`src/rtl/core/sfd_pkg.sv`:
```
// Shared constants and codes for the S.BUS frame decoder.
// No dependencies; every other file imports this package.
`default_nettype none

package sfd_pkg;

	localparam int unsigned BYTE_W      = 8;
	localparam int unsigned CHAN_W      = 11;
	localparam int unsigned CHAN_IDX_W  = 4;
	localparam int unsigned LINK_W      = 2;
	localparam int unsigned STORE_DEPTH = 24;
	localparam int unsigned ADDR_W      = $clog2(STORE_DEPTH + 1);

	localparam logic [BYTE_W-1:0] FRAME_HEADER = 8'h0f;
	localparam logic [BYTE_W-1:0] FRAME_END    = 8'h00;

	localparam logic [ADDR_W-1:0] HEADER_ADDR     = ADDR_W'(0);
	localparam logic [ADDR_W-1:0] FIRST_DATA_ADDR = ADDR_W'(1);
	localparam logic [ADDR_W-1:0] STATUS_ADDR     = ADDR_W'(STORE_DEPTH - 1);
	localparam logic [ADDR_W-1:0] STORE_FULL      = ADDR_W'(STORE_DEPTH);

	// Status byte bits.
	localparam int unsigned DIG_ONE_BIT  = 0;
	localparam int unsigned DIG_TWO_BIT  = 1;
	localparam int unsigned LOST_BIT     = 2;
	localparam int unsigned FAILSAFE_BIT = 3;

	// Item kinds.
	localparam logic KIND_BYTE = 1'b0;
	localparam logic KIND_GAP  = 1'b1;

	// Link status codes.
	localparam logic [LINK_W-1:0] LINK_OK       = 2'd0;
	localparam logic [LINK_W-1:0] LINK_LOST     = 2'd1;
	localparam logic [LINK_W-1:0] LINK_FAILSAFE = 2'd2;

	localparam logic [CHAN_IDX_W-1:0] LAST_CHAN_ALL  = 4'd15;
	localparam logic [CHAN_IDX_W-1:0] LAST_CHAN_HALF = 4'd7;

endpackage

`default_nettype wire

```
`src/rtl/core/sfd_ifs.sv`:
```
// Valid/ready channel interfaces for the S.BUS frame decoder:
// the received-byte input channel and the decoded-channel output channel.
// Depends on sfd_pkg.
`default_nettype none

interface sfd_rx_if;
	import sfd_pkg::*;

	logic              valid;
	logic              ready;
	logic              kind;
	logic [BYTE_W-1:0] rx_byte;

	modport source (output valid, output kind, output rx_byte, input ready);
	modport sink   (input valid, input kind, input rx_byte, output ready);
endinterface

interface sfd_chan_if;
	import sfd_pkg::*;

	logic                  valid;
	logic                  ready;
	logic [CHAN_IDX_W-1:0] channel_index;
	logic [CHAN_W-1:0]     channel_value;
	logic                  digital_one;
	logic                  digital_two;
	logic [LINK_W-1:0]     link_status;
	logic                  last_channel;

	modport source (output valid, output channel_index, output channel_value,
		output digital_one, output digital_two, output link_status,
		output last_channel, input ready);
	modport sink   (input valid, input channel_index, input channel_value,
		input digital_one, input digital_two, input link_status,
		input last_channel, output ready);
endinterface

`default_nettype wire

```
`src/rtl/core/sbus_frame_decoder.sv`:
```
// S.BUS frame decoder: input transfers are accepted only while no frame is decoding.
// After a good end byte the block reads the status byte, then streams data bytes
// out of the frame store (one write port, one read port) and emits one channel at a time,
// eight channels or sixteen, input held off meanwhile. Reset clears control
// state and selects sixteen channels; the frame store contents stay undefined.
`default_nettype none

module sbus_frame_decoder (
	input  wire        clk,
	input  wire        arst_n,
	sfd_rx_if.sink     rx,
	sfd_chan_if.source chan,
	input  wire        cfg_we,
	input  wire        cfg_wdata
);
	import sfd_pkg::*;

	localparam int unsigned ST_W = 3;
	localparam logic [ST_W-1:0] ST_IDLE  = 3'd0;
	localparam logic [ST_W-1:0] ST_STAT  = 3'd1;
	localparam logic [ST_W-1:0] ST_STATW = 3'd2;
	localparam logic [ST_W-1:0] ST_FILL  = 3'd3;
	localparam logic [ST_W-1:0] ST_WAIT  = 3'd4;

	localparam int unsigned BUF_W  = CHAN_W + BYTE_W - 1;
	localparam int unsigned NBIT_W = $clog2(BUF_W + 1);

	logic [ST_W-1:0]       state_q;
	logic                  all_chan_q;
	logic                  in_frame_q;
	logic [ADDR_W-1:0]     pos_q;
	logic [ADDR_W-1:0]     rd_ptr_q;
	logic [BUF_W-1:0]      bits_q;
	logic [NBIT_W-1:0]     nbits_q;
	logic [CHAN_IDX_W-1:0] chan_q;
	logic                  dig_one_q;
	logic                  dig_two_q;
	logic [LINK_W-1:0]     link_q;

	logic                  out_valid_q;
	logic [CHAN_IDX_W-1:0] out_index_q;
	logic [CHAN_W-1:0]     out_value_q;
	logic                  out_dig_one_q;
	logic                  out_dig_two_q;
	logic [LINK_W-1:0]     out_link_q;
	logic                  out_last_q;

	// Frame store: one write port for incoming bytes, one registered read port.
	logic [BYTE_W-1:0] store_mem [STORE_DEPTH];
	logic              mem_we;
	logic [ADDR_W-1:0] mem_waddr;
	logic              mem_re;
	logic [ADDR_W-1:0] mem_raddr;
	logic [BYTE_W-1:0] mem_rdata;

	logic rx_xfer;
	logic out_free;
	logic have_chan;
	logic emit;
	logic [CHAN_IDX_W-1:0] last_chan;

	assign rx.ready  = (state_q == ST_IDLE);
	assign rx_xfer   = rx.valid && rx.ready;
	assign out_free  = !out_valid_q || chan.ready;
	assign have_chan = (nbits_q >= NBIT_W'(CHAN_W));
	assign emit      = (state_q == ST_FILL) && have_chan && out_free;
	assign last_chan = all_chan_q ? LAST_CHAN_ALL : LAST_CHAN_HALF;

	// Writes happen only while idle and reads only while decoding, so the
	// two ports never touch the same entry in one cycle.
	always_comb begin
		mem_we    = 1'b0;
		mem_waddr = pos_q;
		if (rx_xfer && rx.kind == KIND_BYTE) begin
			if (!in_frame_q) begin
				mem_we    = (rx.rx_byte == FRAME_HEADER);
				mem_waddr = HEADER_ADDR;
			end else if (pos_q < STORE_FULL) begin
				mem_we = 1'b1;
			end
		end
	end

	always_comb begin
		mem_re    = 1'b0;
		mem_raddr = rd_ptr_q;
		unique case (state_q)
			ST_STAT: begin
				mem_re    = 1'b1;
				mem_raddr = STATUS_ADDR;
			end
			ST_FILL: begin
				mem_re = !have_chan;
			end
			ST_IDLE, ST_STATW, ST_WAIT: begin
				mem_re = 1'b0;
			end
			default: begin
				mem_re = 1'b0;
			end
		endcase
	end

	always_ff @(posedge clk) begin
		if (mem_we) begin
			store_mem[mem_waddr] <= rx.rx_byte;
		end
		if (mem_re) begin
			mem_rdata <= store_mem[mem_raddr];
		end
	end

	always_ff @(posedge clk or negedge arst_n) begin
		if (!arst_n) begin
			all_chan_q <= 1'b1;
		end else if (cfg_we) begin
			all_chan_q <= cfg_wdata;
		end
	end

	// Framing and decode sequencer.
	always_ff @(posedge clk or negedge arst_n) begin
		if (!arst_n) begin
			state_q     <= ST_IDLE;
			in_frame_q  <= 1'b0;
			pos_q       <= '0;
			rd_ptr_q    <= FIRST_DATA_ADDR;
			nbits_q     <= '0;
			chan_q      <= '0;
			out_valid_q <= 1'b0;
		end else begin
			if (emit) begin
				out_valid_q <= 1'b1;
			end else if (chan.ready) begin
				out_valid_q <= 1'b0;
			end
			unique case (state_q)
				ST_IDLE: begin
					if (rx_xfer) begin
						if (rx.kind == KIND_GAP) begin
							in_frame_q <= 1'b0;
							pos_q      <= '0;
						end else if (!in_frame_q) begin
							if (rx.rx_byte == FRAME_HEADER) begin
								in_frame_q <= 1'b1;
								pos_q      <= FIRST_DATA_ADDR;
							end
						end else if (pos_q < STORE_FULL) begin
							pos_q <= pos_q + ADDR_W'(1);
						end else begin
							in_frame_q <= 1'b0;
							pos_q      <= '0;
							if (rx.rx_byte == FRAME_END) begin
								state_q <= ST_STAT;
							end
						end
					end
				end
				ST_STAT: begin
					state_q <= ST_STATW;
				end
				ST_STATW: begin
					rd_ptr_q <= FIRST_DATA_ADDR;
					nbits_q  <= '0;
					chan_q   <= '0;
					state_q  <= ST_FILL;
				end
				ST_FILL: begin
					if (!have_chan) begin
						rd_ptr_q <= rd_ptr_q + ADDR_W'(1);
						state_q  <= ST_WAIT;
					end else if (out_free) begin
						nbits_q     <= nbits_q - NBIT_W'(CHAN_W);
						chan_q      <= chan_q + CHAN_IDX_W'(1);
						if (chan_q == last_chan) begin
							state_q <= ST_IDLE;
						end
					end
				end
				ST_WAIT: begin
					nbits_q <= nbits_q + NBIT_W'(BYTE_W);
					state_q <= ST_FILL;
				end
				default: begin
					state_q <= ST_IDLE;
				end
			endcase
		end
	end

	// Payload registers: the bit window, status fields and output result.
	always_ff @(posedge clk) begin
		if (state_q == ST_STATW) begin
			bits_q    <= '0;
			dig_one_q <= mem_rdata[DIG_ONE_BIT];
			dig_two_q <= mem_rdata[DIG_TWO_BIT];
			if (mem_rdata[FAILSAFE_BIT]) begin
				link_q <= LINK_FAILSAFE;
			end else if (mem_rdata[LOST_BIT]) begin
				link_q <= LINK_LOST;
			end else begin
				link_q <= LINK_OK;
			end
		end else if (state_q == ST_WAIT) begin
			// New byte lands just above the bits still held; upper bits are zero.
			bits_q <= bits_q | (BUF_W'(mem_rdata) << nbits_q);
		end else if (emit) begin
			bits_q        <= bits_q >> CHAN_W;
			out_index_q   <= chan_q;
			out_value_q   <= bits_q[CHAN_W-1:0];
			out_dig_one_q <= dig_one_q;
			out_dig_two_q <= dig_two_q;
			out_link_q    <= link_q;
			out_last_q    <= (chan_q == last_chan);
		end
	end

	assign chan.valid         = out_valid_q;
	assign chan.channel_index = out_index_q;
	assign chan.channel_value = out_value_q;
	assign chan.digital_one   = out_dig_one_q;
	assign chan.digital_two   = out_dig_two_q;
	assign chan.link_status   = out_link_q;
	assign chan.last_channel  = out_last_q;

endmodule

`default_nettype wire

```
`src/flat_wrapper.sv`:
```
// flat-port wrapper written by rule: the top's interface ports become plain ports
module sbus_frame_decoder_flat import sfd_pkg::*;
  (clk, arst_n, cfg_we, cfg_wdata, rx_valid, rx_kind, rx_rx_byte, rx_ready, chan_valid, chan_channel_index, chan_channel_value, chan_digital_one, chan_digital_two, chan_link_status, chan_last_channel, chan_ready);
  sfd_rx_if rx_i ();
  sfd_chan_if chan_i ();
  input  wire clk;
  input  wire arst_n;
  input  wire cfg_we;
  input  wire cfg_wdata;
  input wire logic [$bits(rx_i.valid)-1:0] rx_valid;
  input wire logic [$bits(rx_i.kind)-1:0] rx_kind;
  input wire logic [$bits(rx_i.rx_byte)-1:0] rx_rx_byte;
  output wire logic [$bits(rx_i.ready)-1:0] rx_ready;
  output wire logic [$bits(chan_i.valid)-1:0] chan_valid;
  output wire logic [$bits(chan_i.channel_index)-1:0] chan_channel_index;
  output wire logic [$bits(chan_i.channel_value)-1:0] chan_channel_value;
  output wire logic [$bits(chan_i.digital_one)-1:0] chan_digital_one;
  output wire logic [$bits(chan_i.digital_two)-1:0] chan_digital_two;
  output wire logic [$bits(chan_i.link_status)-1:0] chan_link_status;
  output wire logic [$bits(chan_i.last_channel)-1:0] chan_last_channel;
  input wire logic [$bits(chan_i.ready)-1:0] chan_ready;
  assign rx_i.valid = rx_valid;
  assign rx_i.kind = rx_kind;
  assign rx_i.rx_byte = rx_rx_byte;
  assign rx_ready = rx_i.ready;
  assign chan_valid = chan_i.valid;
  assign chan_channel_index = chan_i.channel_index;
  assign chan_channel_value = chan_i.channel_value;
  assign chan_digital_one = chan_i.digital_one;
  assign chan_digital_two = chan_i.digital_two;
  assign chan_link_status = chan_i.link_status;
  assign chan_last_channel = chan_i.last_channel;
  assign chan_i.ready = chan_ready;
  sbus_frame_decoder u_core (.clk(clk), .arst_n(arst_n), .rx(rx_i), .chan(chan_i), .cfg_we(cfg_we), .cfg_wdata(cfg_wdata));
endmodule
```
`config.mk`:
```
export PLATFORM = sky130hd
export DESIGN_NAME = sbus_frame_decoder_flat
export DESIGN_NICKNAME = d
export VERILOG_FILES = /design/src/rtl/core/sfd_pkg.sv /design/src/rtl/core/sfd_ifs.sv /design/src/rtl/core/sbus_frame_decoder.sv /design/src/flat_wrapper.sv
export SDC_FILE = /design/constraint.sdc
export NUM_CORES = 1
export LEC_CHECK = 0
export BUFFER_PORTS_ARGS = -buffer_cell sky130_fd_sc_hd__buf_4
export CORE_MARGIN = 4
export CORE_UTILIZATION = 50
export CTS_CLUSTER_SIZE = 10
export DETAILED_ROUTE_END_ITERATION = 10
export PLACE_DENSITY = 0.71
export RECOVER_POWER = 25
export SYNTH_ARGS = -nofsm -noshare
export SYNTH_HDL_FRONTEND = slang
export SYNTH_SLANG_ARGS = --single-unit
```
`constraint.sdc`:
```
create_clock -name clk -period 6.1 [get_ports clk]
set_input_delay 1.525 -clock clk [delete_from_list [all_inputs] [get_ports clk]]
set_output_delay 1.525 -clock clk [all_outputs]
set_load 0.02 [all_outputs]
```
Word-level counts from Yosys, hierarchy flattened

Memories as Yosys holds them, arrays and structs flattened. A register that Yosys moved wholly into a read port is not among the register bits.
Cells that the tools add are included.

Bits in registers: 67
Bits in writable memories: 192
Bits of input ports: 15
Memories: 1

Add/subtract/negate cells: 5
$lt $le $gt $ge: 2
Eq/ne operators: 16
Shift operators: 1
Multiplexer cells: 39
Bitwise operators: 4
Reductions and logical operators: 22

Memories:

| memory           | words | width | rd ports | clocked after memory_dff | wr ports | line                     | text |
|---|---|---|---|---|---|---|---|
| u_core.store_mem | 24    | 8     | 1        | 1                        | 1        | sbus_frame_decoder.sv:49 | `logic [BYTE_W-1:0] store_mem [STORE_DEPTH];` |

Operators with widths:

| kind                                                              | number |
|---|---|
| two-way mux 5 bit                                                 | 10 |
| two-way mux 18 bit                                                | 2 |
| two-way mux 3 bit                                                 | 8 |
| bitwise OR 18 bit                                                 | 1 |
| << shifter 8 x 5 -> 18 bit                                        | 1 |
| one-hot mux 5 bit (3 select lines)                                | 1 |
| two-way mux 4 bit                                                 | 3 |
| inequality test 2 bit, second input constant                      | 6 |
| one-hot mux 3 bit (4 select lines)                                | 1 |
| AND reduction 3 bit                                               | 4 |
| two-way mux 1 bit                                                 | 11 |
| adder 5 x 1 -> 5 bit, second input constant                       | 2 |
| one-hot mux 5 bit (2 select lines)                                | 1 |
| == test 8 x 4 -> 1 bit, second input constant                     | 1 |
| zero test 8 bit                                                   | 1 |
| one-hot mux 4 bit (2 select lines)                                | 1 |
| AND reduction 7 bit                                               | 1 |
| == test 3 x 2 -> 1 bit, second input constant                     | 2 |
| nonzero test 2 bit                                                | 3 |
| nonzero test 3 bit                                                | 2 |
| adder 5 x 4 -> 5 bit, second input constant                       | 1 |
| greater-or-equal comparator 5 x 4 -> 1 bit, second input constant | 1 |
| < comparator 5 bit, second input constant                         | 1 |
| subtractor 5 x 4 -> 5 bit, second input constant                  | 1 |
| 15 further kinds                                                  | 23 |

Longest topological paths before layout

Gate-level depths: netlist of run 1.

Depth after elaboration: 7
Depth in mapped cells: 9

Worst setup path before layout of run 1

No wires, ideal clock.

Path type: input to register
Start: input rx_rx_byte[5]
End: memory u_core.store_mem[5][0] (enable)
Library setup time: 0.339 ns
Arrival time: 3.167 ns
Required time: 5.761 ns
Setup slack: 2.594 ns
Cell stages on the path: 6
Path through: or4_4 nor3_1 o21a_2 or3b_1 buf_6 nor2_2

Word-level cells in the longest chain between the ends: 5

Ends and longest elaborated chain:

| what                                    | line                      | text |
|---|---|---|
| start: declaration                      | flat_wrapper.sv:12        | `input wire logic [$bits(rx_i.rx_byte)-1:0] rx_rx_byte;` |
| == test 8 x 4 -> 1 bit                  | sbus_frame_decoder.sv:76  | `mem_we = (rx.rx_byte == FRAME_HEADER);` |
| two-way mux 1 bit                       | sbus_frame_decoder.sv:75  | `if (!in_frame_q) begin` |
| two-way mux 1 bit                       | sbus_frame_decoder.sv:74  | `if (rx_xfer && rx.kind == KIND_BYTE) begin` |
| two-way mux 1 bit                       | sbus_frame_decoder.sv:105 | `if (mem_we) begin` |
| two-way mux 1 bit (not written as such) | sbus_frame_decoder.sv:106 | `store_mem[mem_waddr] <= rx.rx_byte;` |
| end: declaration                        | sbus_frame_decoder.sv:49  |  |

No other way between the ends.

Worst setup path after layout of run 1

Start: input rx_rx_byte[5]
End: memory u_core.store_mem[7][4] (enable)

Same word-level chain as after synthesis.

==> impl_metrics.yaml, run 1 <==
sta:
  fmax_mhz: 238
  period_share_pct: 68.8
  post-route-min-period_ns: 4.20
  tightest_slew_ns: 1.39
  fin_tns_setup_ns: 0
  finalSetupViolCount: 0
  final-hold-violation-count: 0
  drv_slew: 0
  rsz0062_at_grt: "false"
  slew_headroom_pct: 7.14
  fin_skew_ns: 0.0250
drt:
  ant_nets: 0
  drc: 0
  routed_wl_um: 25200
  via_per_inst: 6.19
  vias: 6890
  drtIter0Drc: 558
  dr.pass1.iters: 5
  wire_per_inst_um: 22.6
clock_tree:
  htreeDepth: 1
  cts_tree: "built"
  clkTransAtPathRegs_ns: 0.06
  ctsRootBufferMaster: "clkbuf_16"
  ctsHoldBuffers: 0
  numCtsBuffers: 30
  clock_sinks: 267
  cts_resized: 0
  clockBufferDepth: 3
  post_cts_buffers: 0
  insertion_delay_ns: 0.54
finish:
  syn_to_final_growth_pct: 11.3
  final-instance-count-excl-fill: 1113
  nets: 839
  drive_above_1_share_pct: 14.8
  diodes: 0
  final_area_um2: 12600
synthesis:
  yosysMostFrequentCell: "edfxtp_1"
  synth_simple_gate_area_share_pct: 9.56
  synth_common_cells: "224 x edfxtp_1, 53 x nor2_1, 46 x nand2_1, 45 x o21ai_0, 32 x a21oi_1"
  yosysUniqueCellTypes: 74
  async_flop_share_pct: 9.36
  synth_fa_ha_area_share_pct: 0.555
  synth_flop_cell: "edfxtp_1"
  netlist_instances: 790
  synth_edf_count: 224
  yosys_warnings: 0
  syn_area_um2: 11300
  synth_top_area_share_pct: 59.6
  synth_top_family_by_area: "compound AO/OA/AOI/OAI gates"
  synth_compound_area_share_pct: 11.7
  avgSynthCellArea_um2: 14.3
  synth_xor_area_share_pct: 0.155
  synth_area_leader_cell: "edfxtp_1"
  synth-seq-cells: 267
  yosysSeqAreaShare_pct: 68.4
  synth_area_leaders: "edfxtp_1 60%, dfrtp_1 5.1%, mux4_2 3.4%"
  syn_nets: 810
  synthMuxAreaShare_pct: 7.46
power_and_ir_drop:
  power_density_nw_per_um2: 417
  ir_drop_mv: 0.269
  power.leakage_nw: 4.17
critical_path:
  cp_cell_sequence: "clkbuf_1 -> or4_4 -> nor3_1 -> o21a_2 -> nand4_1 -> nor2_1"
  cp.arrival_ns: 4.35
  timing.rr.start: "u_core.state_q[0]"
  cp_slowest_cell: "nor2_1"
  r2r_slack_ns: 2.92
  end_kind: "register"
  worstSetupPathType: "in2reg"
  reg2reg_depth: 5
  critical_path.max_stage_delay_ns: 0.77
  required_ns: 6.25
  rr_endpoint: "u_core.mem_rdata[3]"
  startpoint_type: "input pin"
  crit_fanout: 25
global_route:
  grt_pass1_vias: 6815
  track_usage_pct: 20.7
  grt_overflow: 0
  grt_pass1_wl_um: 39800
  grt_max_degree: 42
  antenna_found_initial: 0
floorplanning:
  row_count: 54
  fp.dieH_um: 158
  die_w_um: 158
  pin_count: 37
  core_um2: 22000
  start_util_pct: 51.2
  dieArea_um2: 25000
min_path:
  hp-class: "reg2reg"
  whs_endpoint: "u_core.chan.digital_one"
  holdPathStages: 0
  hp-start: "u_core.dig_one_q"
run_status:
  status: "finished, final reports clean"
place:
  placed_cells: 1067
  dpl.hpwl_um: 16300
  io_buffer_count: 36
  placed_area_um2: 11800
  place_congestion: 0.853
job:
  cap_violations: 0
==> where the power goes <==
| part | total (mW) | internal [mW] | switching (mW) |
|---|---|---|---|
| Sequential | 2.31 | 2.14 | 0.175 |
| Clock | 1.56 | 0.918 | 0.641 |
| Combinational | 1.37 | 0.505 | 0.863 |
==> sequential cells by signal (all words and copies together), names as in the netlist <==
| signal | cells |
|---|---|
| u_core.chan.digital_one | 1 |
| u_core.store_mem | 192 |
| u_core.chan_q | 4 |
| u_core.chan.link_status | 2 |
| u_core.chan.channel_value | 11 |
| u_core.link_q | 2 |
| u_core.nbits_q | 5 |
| u_core.rd_ptr_q | 5 |
| u_core.chan.last_channel | 1 |
| u_core.dig_two_q | 1 |
| u_core.all_chan_q | 1 |
| u_core.bits_q | 18 |
| u_core.dig_one_q | 1 |
| u_core.chan.channel_index | 4 |
| u_core.chan.valid | 1 |
| u_core.pos_q | 5 |
| u_core.mem_rdata | 8 |
| u_core.in_frame_q | 1 |
| u_core.state_q | 3 |
| u_core.chan.digital_two | 1 |
==> critical path, delay by kind of cell <==
family | cells | cell delay [ns]
and+or+nand+nor | 4 | 2.13
buffers and inverters | 1 | 0.48
AOI/OAI and AO/OA | 1 | 0.20
==> cells in the final DEF, fill, tap and decap left out, types with 4 or more instances in the layout <==
cell and count:
nand2b_1 6, nor3_1 16, nor4_1 4, a221o_1 8
a22o_1 8, nor2_1 53, ha_1 5, a311oi_1 7
o21a_1 8, nor2b_1 20, nand3_1 20, clkbuf_1 21
o211ai_1 8, o31a_1 7, dfxtp_1 18, o31ai_1 6
edfxtp_1 224, a31oi_1 11, dfrtp_1 22, nand2_1 46
mux2_2 15, a2111oi_0 6, mux4_2 17, o21ai_0 45
mux2i_1 29, nand4_1 6, nor2_2 8, inv_1 6
a211oi_1 9, a21oi_1 32, buf_4 34, clkbuf_16 31
a211o_1 9, and2_1 8
==> area by class of cell <==
type                            count  area (um2)
Inverter                           11        41.3
Fill cell                        1724        9470
Multi-Input combinational cell    468        3340
Tap cell                          280         350
Clock buffer                       46         832
Sequential cell                   267        7720
Timing Repair Buffer               41         285
==> how the worst max path moves through the flow <==
stage,slack (ns),start,end,depth (start not counted)
2_1_floorplan,2.59,rx_rx_byte[5],u_core.store_mem[5][0],6
3_3_place_gp,1.92,rx_rx_byte[5],u_core.store_mem[15][1],6
3_5_place_dp,1.82,rx_rx_byte[5],u_core.store_mem[7][7],6
4_1_cts,2.35,rx_rx_byte[5],u_core.store_mem[7][4],6
5_1_grt,1.78,rx_rx_byte[7],u_core.store_mem[7][4],6
6_report,1.90,rx_rx_byte[5],u_core.store_mem[7][4],6
==> routing by layer <==
| layer | share of wire (%) | global-route usage, % | wire, um |
|---|---|---|---|
| met5 | 0 | 0 | 0 |
| met4 | 2.2 | 5.61 | 565 |
| met3 | 6.9 | 3.77 | 1750 |
| met2 | 49 | 34.1 | 12300 |
| met1 | 42 | 28.6 | 10600 |
==> metrics by stage <==
step / utilization [%] / power [mW] / hold WS, ns / setup WS [ns]
after global placement: 53.4 / 3.68 / 0.405 / 1.92
after global routing: 57.0 / 5.50 / 0.439 / 1.78
after CTS: 57.1 / 5.26 / 0.429 / 2.35
final: 57.0 / 5.24 / 0.429 / 1.90
after detailed placement: 53.4 / 3.70 / 0.412 / 1.82
after floorplan: - / 3.26 / 0.400 / 2.59
==> cells by family (layout without fill, tap and decap cells) <==
family	Yosys count	after routing
and+or+nand+nor	210	210
muxes	61	61
DFF	267	267
buffers and inverters	55	98
adders and majority gates	5	5
AOI/OAI and AO/OA	190	190
xor gates and xnor gates	2	2
No activity file was read; power rests on OpenSTA's default activity.
==> inputs of run 2 (changes only) <==
- PLACE_DENSITY: 0.71 -> 0.74
- clock period: 6.1 -> 3.8 ns (I/O delays scaled with it)
==> impl_metrics.yaml, run 2 (same netlist as run 1, synthesis figures left out) <==
place:
  dpl.hpwl_um: 16700
  io_buffer_count: 36
  placed_area_um2: 11900
  place_ws_ns: 0.282
  place_congestion: 0.864
sta:
  slew_headroom_pct: 8.03
  fmax_mhz: 316
  finalSetupViolCount: 0
  post-route-min-period_ns: 3.17
  drv_slew: 0
  final-hold-violation-count: 0
  fin_ws_ns: 0.634
  tightest_slew_ns: 1.38
  fin_tns_setup_ns: 0
  rsz0062_at_grt: "false"
  hold_ws_ns: 0.421
  fin_skew_ns: 0.0168
  period_share_pct: 83.3
drt:
  ant_nets: 0
  drc: 0
  vias: 7100
  drtIter0Drc: 642
  via_per_inst: 6.18
  wire_per_inst_um: 22.1
  routed_wl_um: 25400
  dr.pass1.iters: 5
finish:
  final_area_um2: 12900
  diodes: 0
  syn_to_final_growth_pct: 13.9
  largest_register_ffs: 192
  layout_common_cells: "224 x edfxtp_1, 61 x buf_4, 53 x nor2_1"
  layout_commonest_cell: "edfxtp_1"
  top_register: "u_core.store_mem"
  drive_above_1_share_pct: 18.0
  nets: 864
global_route:
  grt_overflow: 0
  grt_pass1_vias: 6783
  grt_max_degree: 35
  grt_pass1_wl_um: 39200
  track_usage_pct: 20.2
  antenna_found_initial: 0
clock_tree:
  ctsRootBufferMaster: "clkbuf_16"
  numCtsBuffers: 31
  insertion_delay_ns: 0.56
  cts_tree: "built"
  clkTransAtPathRegs_ns: 0.05
  cts_resized: 0
  post_cts_buffers: 0
  htreeDepth: 1
  clockBufferDepth: 3
  ctsHoldBuffers: 0
  clock_sinks: 267
floorplanning:
  die_w_um: 158
  start_util_pct: 51.2
  pin_count: 37
  row_count: 54
  dieArea_um2: 25000
  fp.dieH_um: 158
  core_um2: 22000
critical_path:
  startpoint: "rx_rx_byte[6]"
  timing.rr.start: "u_core.state_q[2]"
  end_kind: "register"
  required_ns: 4.00
  startpoint_type: "input pin"
  worstSetupPathType: "in2reg"
  cp.arrival_ns: 3.37
  crit_fanout: 25
power_and_ir_drop:
  ir_drop_mv: 0.561
  power.leakage_nw: 4.36
  power_density_nw_per_um2: 670
min_path:
  hp-start: "u_core.link_q[0]"
  hp-class: "reg2reg"
run_status:
  status: "finished, final reports clean"
job:
  cap_violations: 0
## run 2: cell types whose count changed in the layout (fill, tap and decap cells not counted), sizes merged
| cell | delta |
|---|---|
| clkinv | +2 |
| clkbuf | +5 |
| inv | +1 |
| buf | +28 |
## run 2: cell type report
| cell class | count | area (um2) |
|---|---|---|
| Tap cell | 280 | 350 |
| Fill cell | 1713 | 9170 |
| Multi-Input combinational cell | 468 | 3340 |
| Clock buffer | 55 | 886 |
| Clock inverter | 3 | 30.0 |
| Sequential cell | 267 | 7720 |
| Inverter | 11 | 41.3 |
| Timing Repair Buffer | 65 | 493 |
## run 2: metrics by stage
| step | instances | power (mW) | util, % |
|---|---|---|---|
| 6_report | 1149 | 8.60 | 58.4 |
| 4_1_cts | 1149 | 8.62 | 58.4 |
| 2_1_floorplan | 790 | 5.24 | - |
| 3_5_place_dp | 1091 | 5.96 | 54.2 |
| 3_3_place_gp | 1091 | 5.92 | 54.2 |
| 5_1_grt | 1149 | 8.98 | 58.4 |
## run 2: worst paths after layout
check                                             end  slack, ns  cells past startpoint
setup / recovery               u_core.store_mem[5][3]       0.63                      6
max in group asynchronous          u_core.rd_ptr_q[1]       2.20                      1
hold / removal             u_core.chan.link_status[0]       0.42                      0
hold reg to reg            u_core.chan.link_status[0]       0.42                      0
setup reg to reg               u_core.store_mem[4][5]       0.93                      5
min in group asynchronous          u_core.rd_ptr_q[1]       0.69                      1
## run 2: where the power goes
| part | total [mW] | switching, mW | internal (mW) |
|---|---|---|---|
| logic | 2.23 | 1.37 | 0.862 |
| clock network | 2.66 | 1.09 | 1.56 |
| registers | 3.71 | 0.286 | 3.43 |
## run 2: critical path, stage by stage
cell and delay (ns):
clkbuf_1 0.41, or4_4 0.58, nor3_1 0.21, o21a_2 0.20
or3b_1 0.57, nor2_2 0.44
## run 2: per-layer routing
metal	vias to the layer above	part of all wire (%)	wire (um)	track usage, %
met5	-	0	0	0
met4	0	3.0	763	6.42
met3	56	7.4	1870	2.79
met2	321	49	12500	33.7
met1	3504	41	10300	27.8
li1	3219	-	-	-
==> inputs of run 3 (changes only) <==
- ABC_AREA: unset -> 1
- clock period: 3.8 -> 2.7 ns (I/O delays scaled with it)
==> impl_metrics.yaml, run 3 <==
power_and_ir_drop:
  power_frac_seq_pct: 38.2
  switching_share_pct: 36.8
  internal-power_mw: 8.33
  ir_drop_mv: 0.579
  p_comb_share_pct: 33.6
  power.leakage_nw: 5.52
  p_sw_mw: 4.85
  power_density_nw_per_um2: 971
  power_frac_clock_pct: 28.2
clock_tree:
  clockBufferDepth: 3
  cts_tree: "built"
  ctsHoldBuffers: 0
  cts_resized: 0
  numCtsBuffers: 31
  post_cts_buffers: 0
  clkTransAtPathRegs_ns: 0.06
  insertion_delay_ns: 0.56
  clock_sinks: 267
  ctsRootBufferMaster: "clkbuf_16"
  htreeDepth: 1
floorplanning:
  die_w_um: 162
  pin_count: 37
  core_um2: 23500
  fp.dieH_um: 162
  row_count: 56
  start_util_pct: 50.7
  dieArea_um2: 26300
synthesis:
  yosys_warnings: 0
  yosysUniqueCellTypes: 41
  async_flop_share_pct: 9.36
  synth_flop_cell: "edfxtp_1"
  synth_top_area_share_pct: 56.5
  netlist_instances: 1169
  synth_common_cells: "231 x nand2_1, 224 x edfxtp_1, 163 x nand3_1, 149 x inv_1, 132 x nor2_1"
  yosysSeqAreaShare_pct: 64.8
  synth_area_leader_cell: "edfxtp_1"
  syn_nets: 1189
  avgSynthCellArea_um2: 10.2
  synth-seq-cells: 267
  yosysMostFrequentCell: "nand2_1"
  syn_area_um2: 11900
  synth_area_leaders: "edfxtp_1 57%, nand2_1 7.3%, nand3_1 6.9%"
  synth_edf_count: 224
finish:
  syn_to_final_growth_pct: 14.0
  layout_common_cells: "231 x nand2_1, 224 x edfxtp_1, 163 x nand3_1"
  diodes: 0
  largest_register_ffs: 192
  fillers: 1965
  drive_above_1_share_pct: 12.1
  layout_commonest_cell: "nand2_1"
  top_register: "u_core.store_mem"
  finish.utilization_pct: 57.8
  nets: 1261
sta:
  finalSetupViolCount: 0
  fin_tns_setup_ns: 0
  rsz0062_at_grt: "false"
  final-hold-violation-count: 0
  fin_skew_ns: 0.0108
  fmax_mhz: 430
  slew_headroom_pct: -2.06
  drv_slew: 26
  post-route-min-period_ns: 2.32
  period_share_pct: 86.0
  tightest_slew_ns: 1.53
  hold_ws_ns: 0.289
drt:
  wire_per_inst_um: 17.3
  drc: 0
  dr.pass1.iters: 5
  routed_wl_um: 27400
  drtIter0Drc: 828
  via_per_inst: 5.26
  ant_nets: 0
  vias: 8345
run_status:
  violations: "max-capacitance violations, max-slew violations"
  status: "complete, but fails checks"
critical_path:
  cp_slowest_cell: "dfrtp_1"
  cp_cell_sequence: "inv_2 -> nand3_2 -> nand2_2 -> buf_12 -> nand2_1 -> nand2_1 -> nand3_1 -> nand3_1 -> nand2_1 -> nand2_1 -> nand2_1"
  required_ns: 3.01
  critical_path.max_stage_delay_ns: 0.40
  cp.arrival_ns: 2.64
  critical_path_buf_inv_count: 2
  cp_common_cell: "nand2_1"
  worstSetupPathType: "reg2reg"
  startpoint_type: "register"
  crit_fanout: 56
  path_delay_family: "simple AND/OR/NAND/NOR gates"
  end_kind: "register"
global_route:
  grt_pass1_vias: 8152
  antenna_found_initial: 0
  use_met2_pct: 35.3
  grt_busiest_layer: "met2"
  grt_overflow: 0
  met3_usage_pct: 3.43
  use_met1_pct: 28.2
  grt_max_degree: 86
  grt_pass1_wl_um: 43300
  track_usage_pct: 21.0
job:
  cap_violations: 1
place:
  dpl.hpwl_um: 17800
  io_buffer_count: 36
  place_congestion: 0.892
min_path:
  hp-class: "in2reg"
==> run 3: cell count changes in the layout (fill, tap and decap cells not counted), moves of 17 or more <==
cell	change
nand2_1	+185
mux4_2	-17
nor2b_1	-20
a21oi_1	-17
nor2_1	+79
inv_1	+143
mux2i_1	-28
o211ai_1	+24
nand3_1	+143
==> run 3: final cells by class <==
class / count / area [um2] / share of cell area [%]
clock buffer: 56 / 870 / 6.41
clock inverter: 2 / 28.8 / 0.212
inverter: 158 / 593 / 4.37
multi-input combinational: 696 / 3330 / 24.5
sequential: 267 / 7710 / 56.9
tap: 319 / 399 / 2.94
timing repair buffer: 87 / 634 / 4.67
==> run 3: path summary, 6_finish.rpt <==
path                                        start                         end  slack (ns)  cells past startpoint
worst max-delay path            u_core.state_q[1]         u_core.mem_rdata[3]        0.38                     11
worst min-delay path                       cfg_we           u_core.all_chan_q        0.29                      2
worst max register to register  u_core.state_q[1]         u_core.mem_rdata[3]        0.38                     11
worst min register to register   u_core.link_q[1]  u_core.chan.link_status[1]        0.42                      0
max in group asynchronous                  arst_n             u_core.pos_q[3]        1.32                      1
min in group asynchronous                  arst_n            u_core.chan_q[3]        0.48                      1
==> run 3: stage by stage <==
step	instances	setup WS, ns	power, mW	instance area, um2
global placement	1527	0.230	9.43	12700
finish	1585	0.377	13.2	13600
CTS	1585	0.383	13.2	13600
global route	1585	0.249	14.0	13600
floorplan	1169	0.404	8.30	11900
detailed placement	1527	0.138	9.50	12700
==> run 3: cell families after synthesis <==
| group | after synthesis | synth area share (%) |
|---|---|---|
| flops | 267 | 64.8 |
| simple gates | 588 | 22.0 |
| xor+xnor | 6 | 0.441 |
| mux | 1 | 0.0841 |
| fa+ha+maj | 5 | 0.526 |
| buf+inv | 206 | 7.22 |
| compound gates | 96 | 4.90 |
==> run 3: layer usage <==
metal  wire length (um)  up-vias
met5                  0        -
met4                785        0
met3               2090       57
met2              13300      323
met1              11100     3900
li1                   -     4065
==> run 3: power groups by stage <==
| stage | combinational [mW] | clock (mW) | sequential [mW] |
|---|---|---|---|
| 2_1_floorplan | 3.23 | 0 | 5.07 |
| 3_3_place_gp | 4.33 | 0 | 5.10 |
| 3_5_place_dp | 4.39 | 0 | 5.11 |
| 4_1_cts | 4.42 | 3.77 | 5.03 |
| 5_1_grt | 4.94 | 3.97 | 5.06 |
| 6_report | 4.43 | 3.71 | 5.03 |
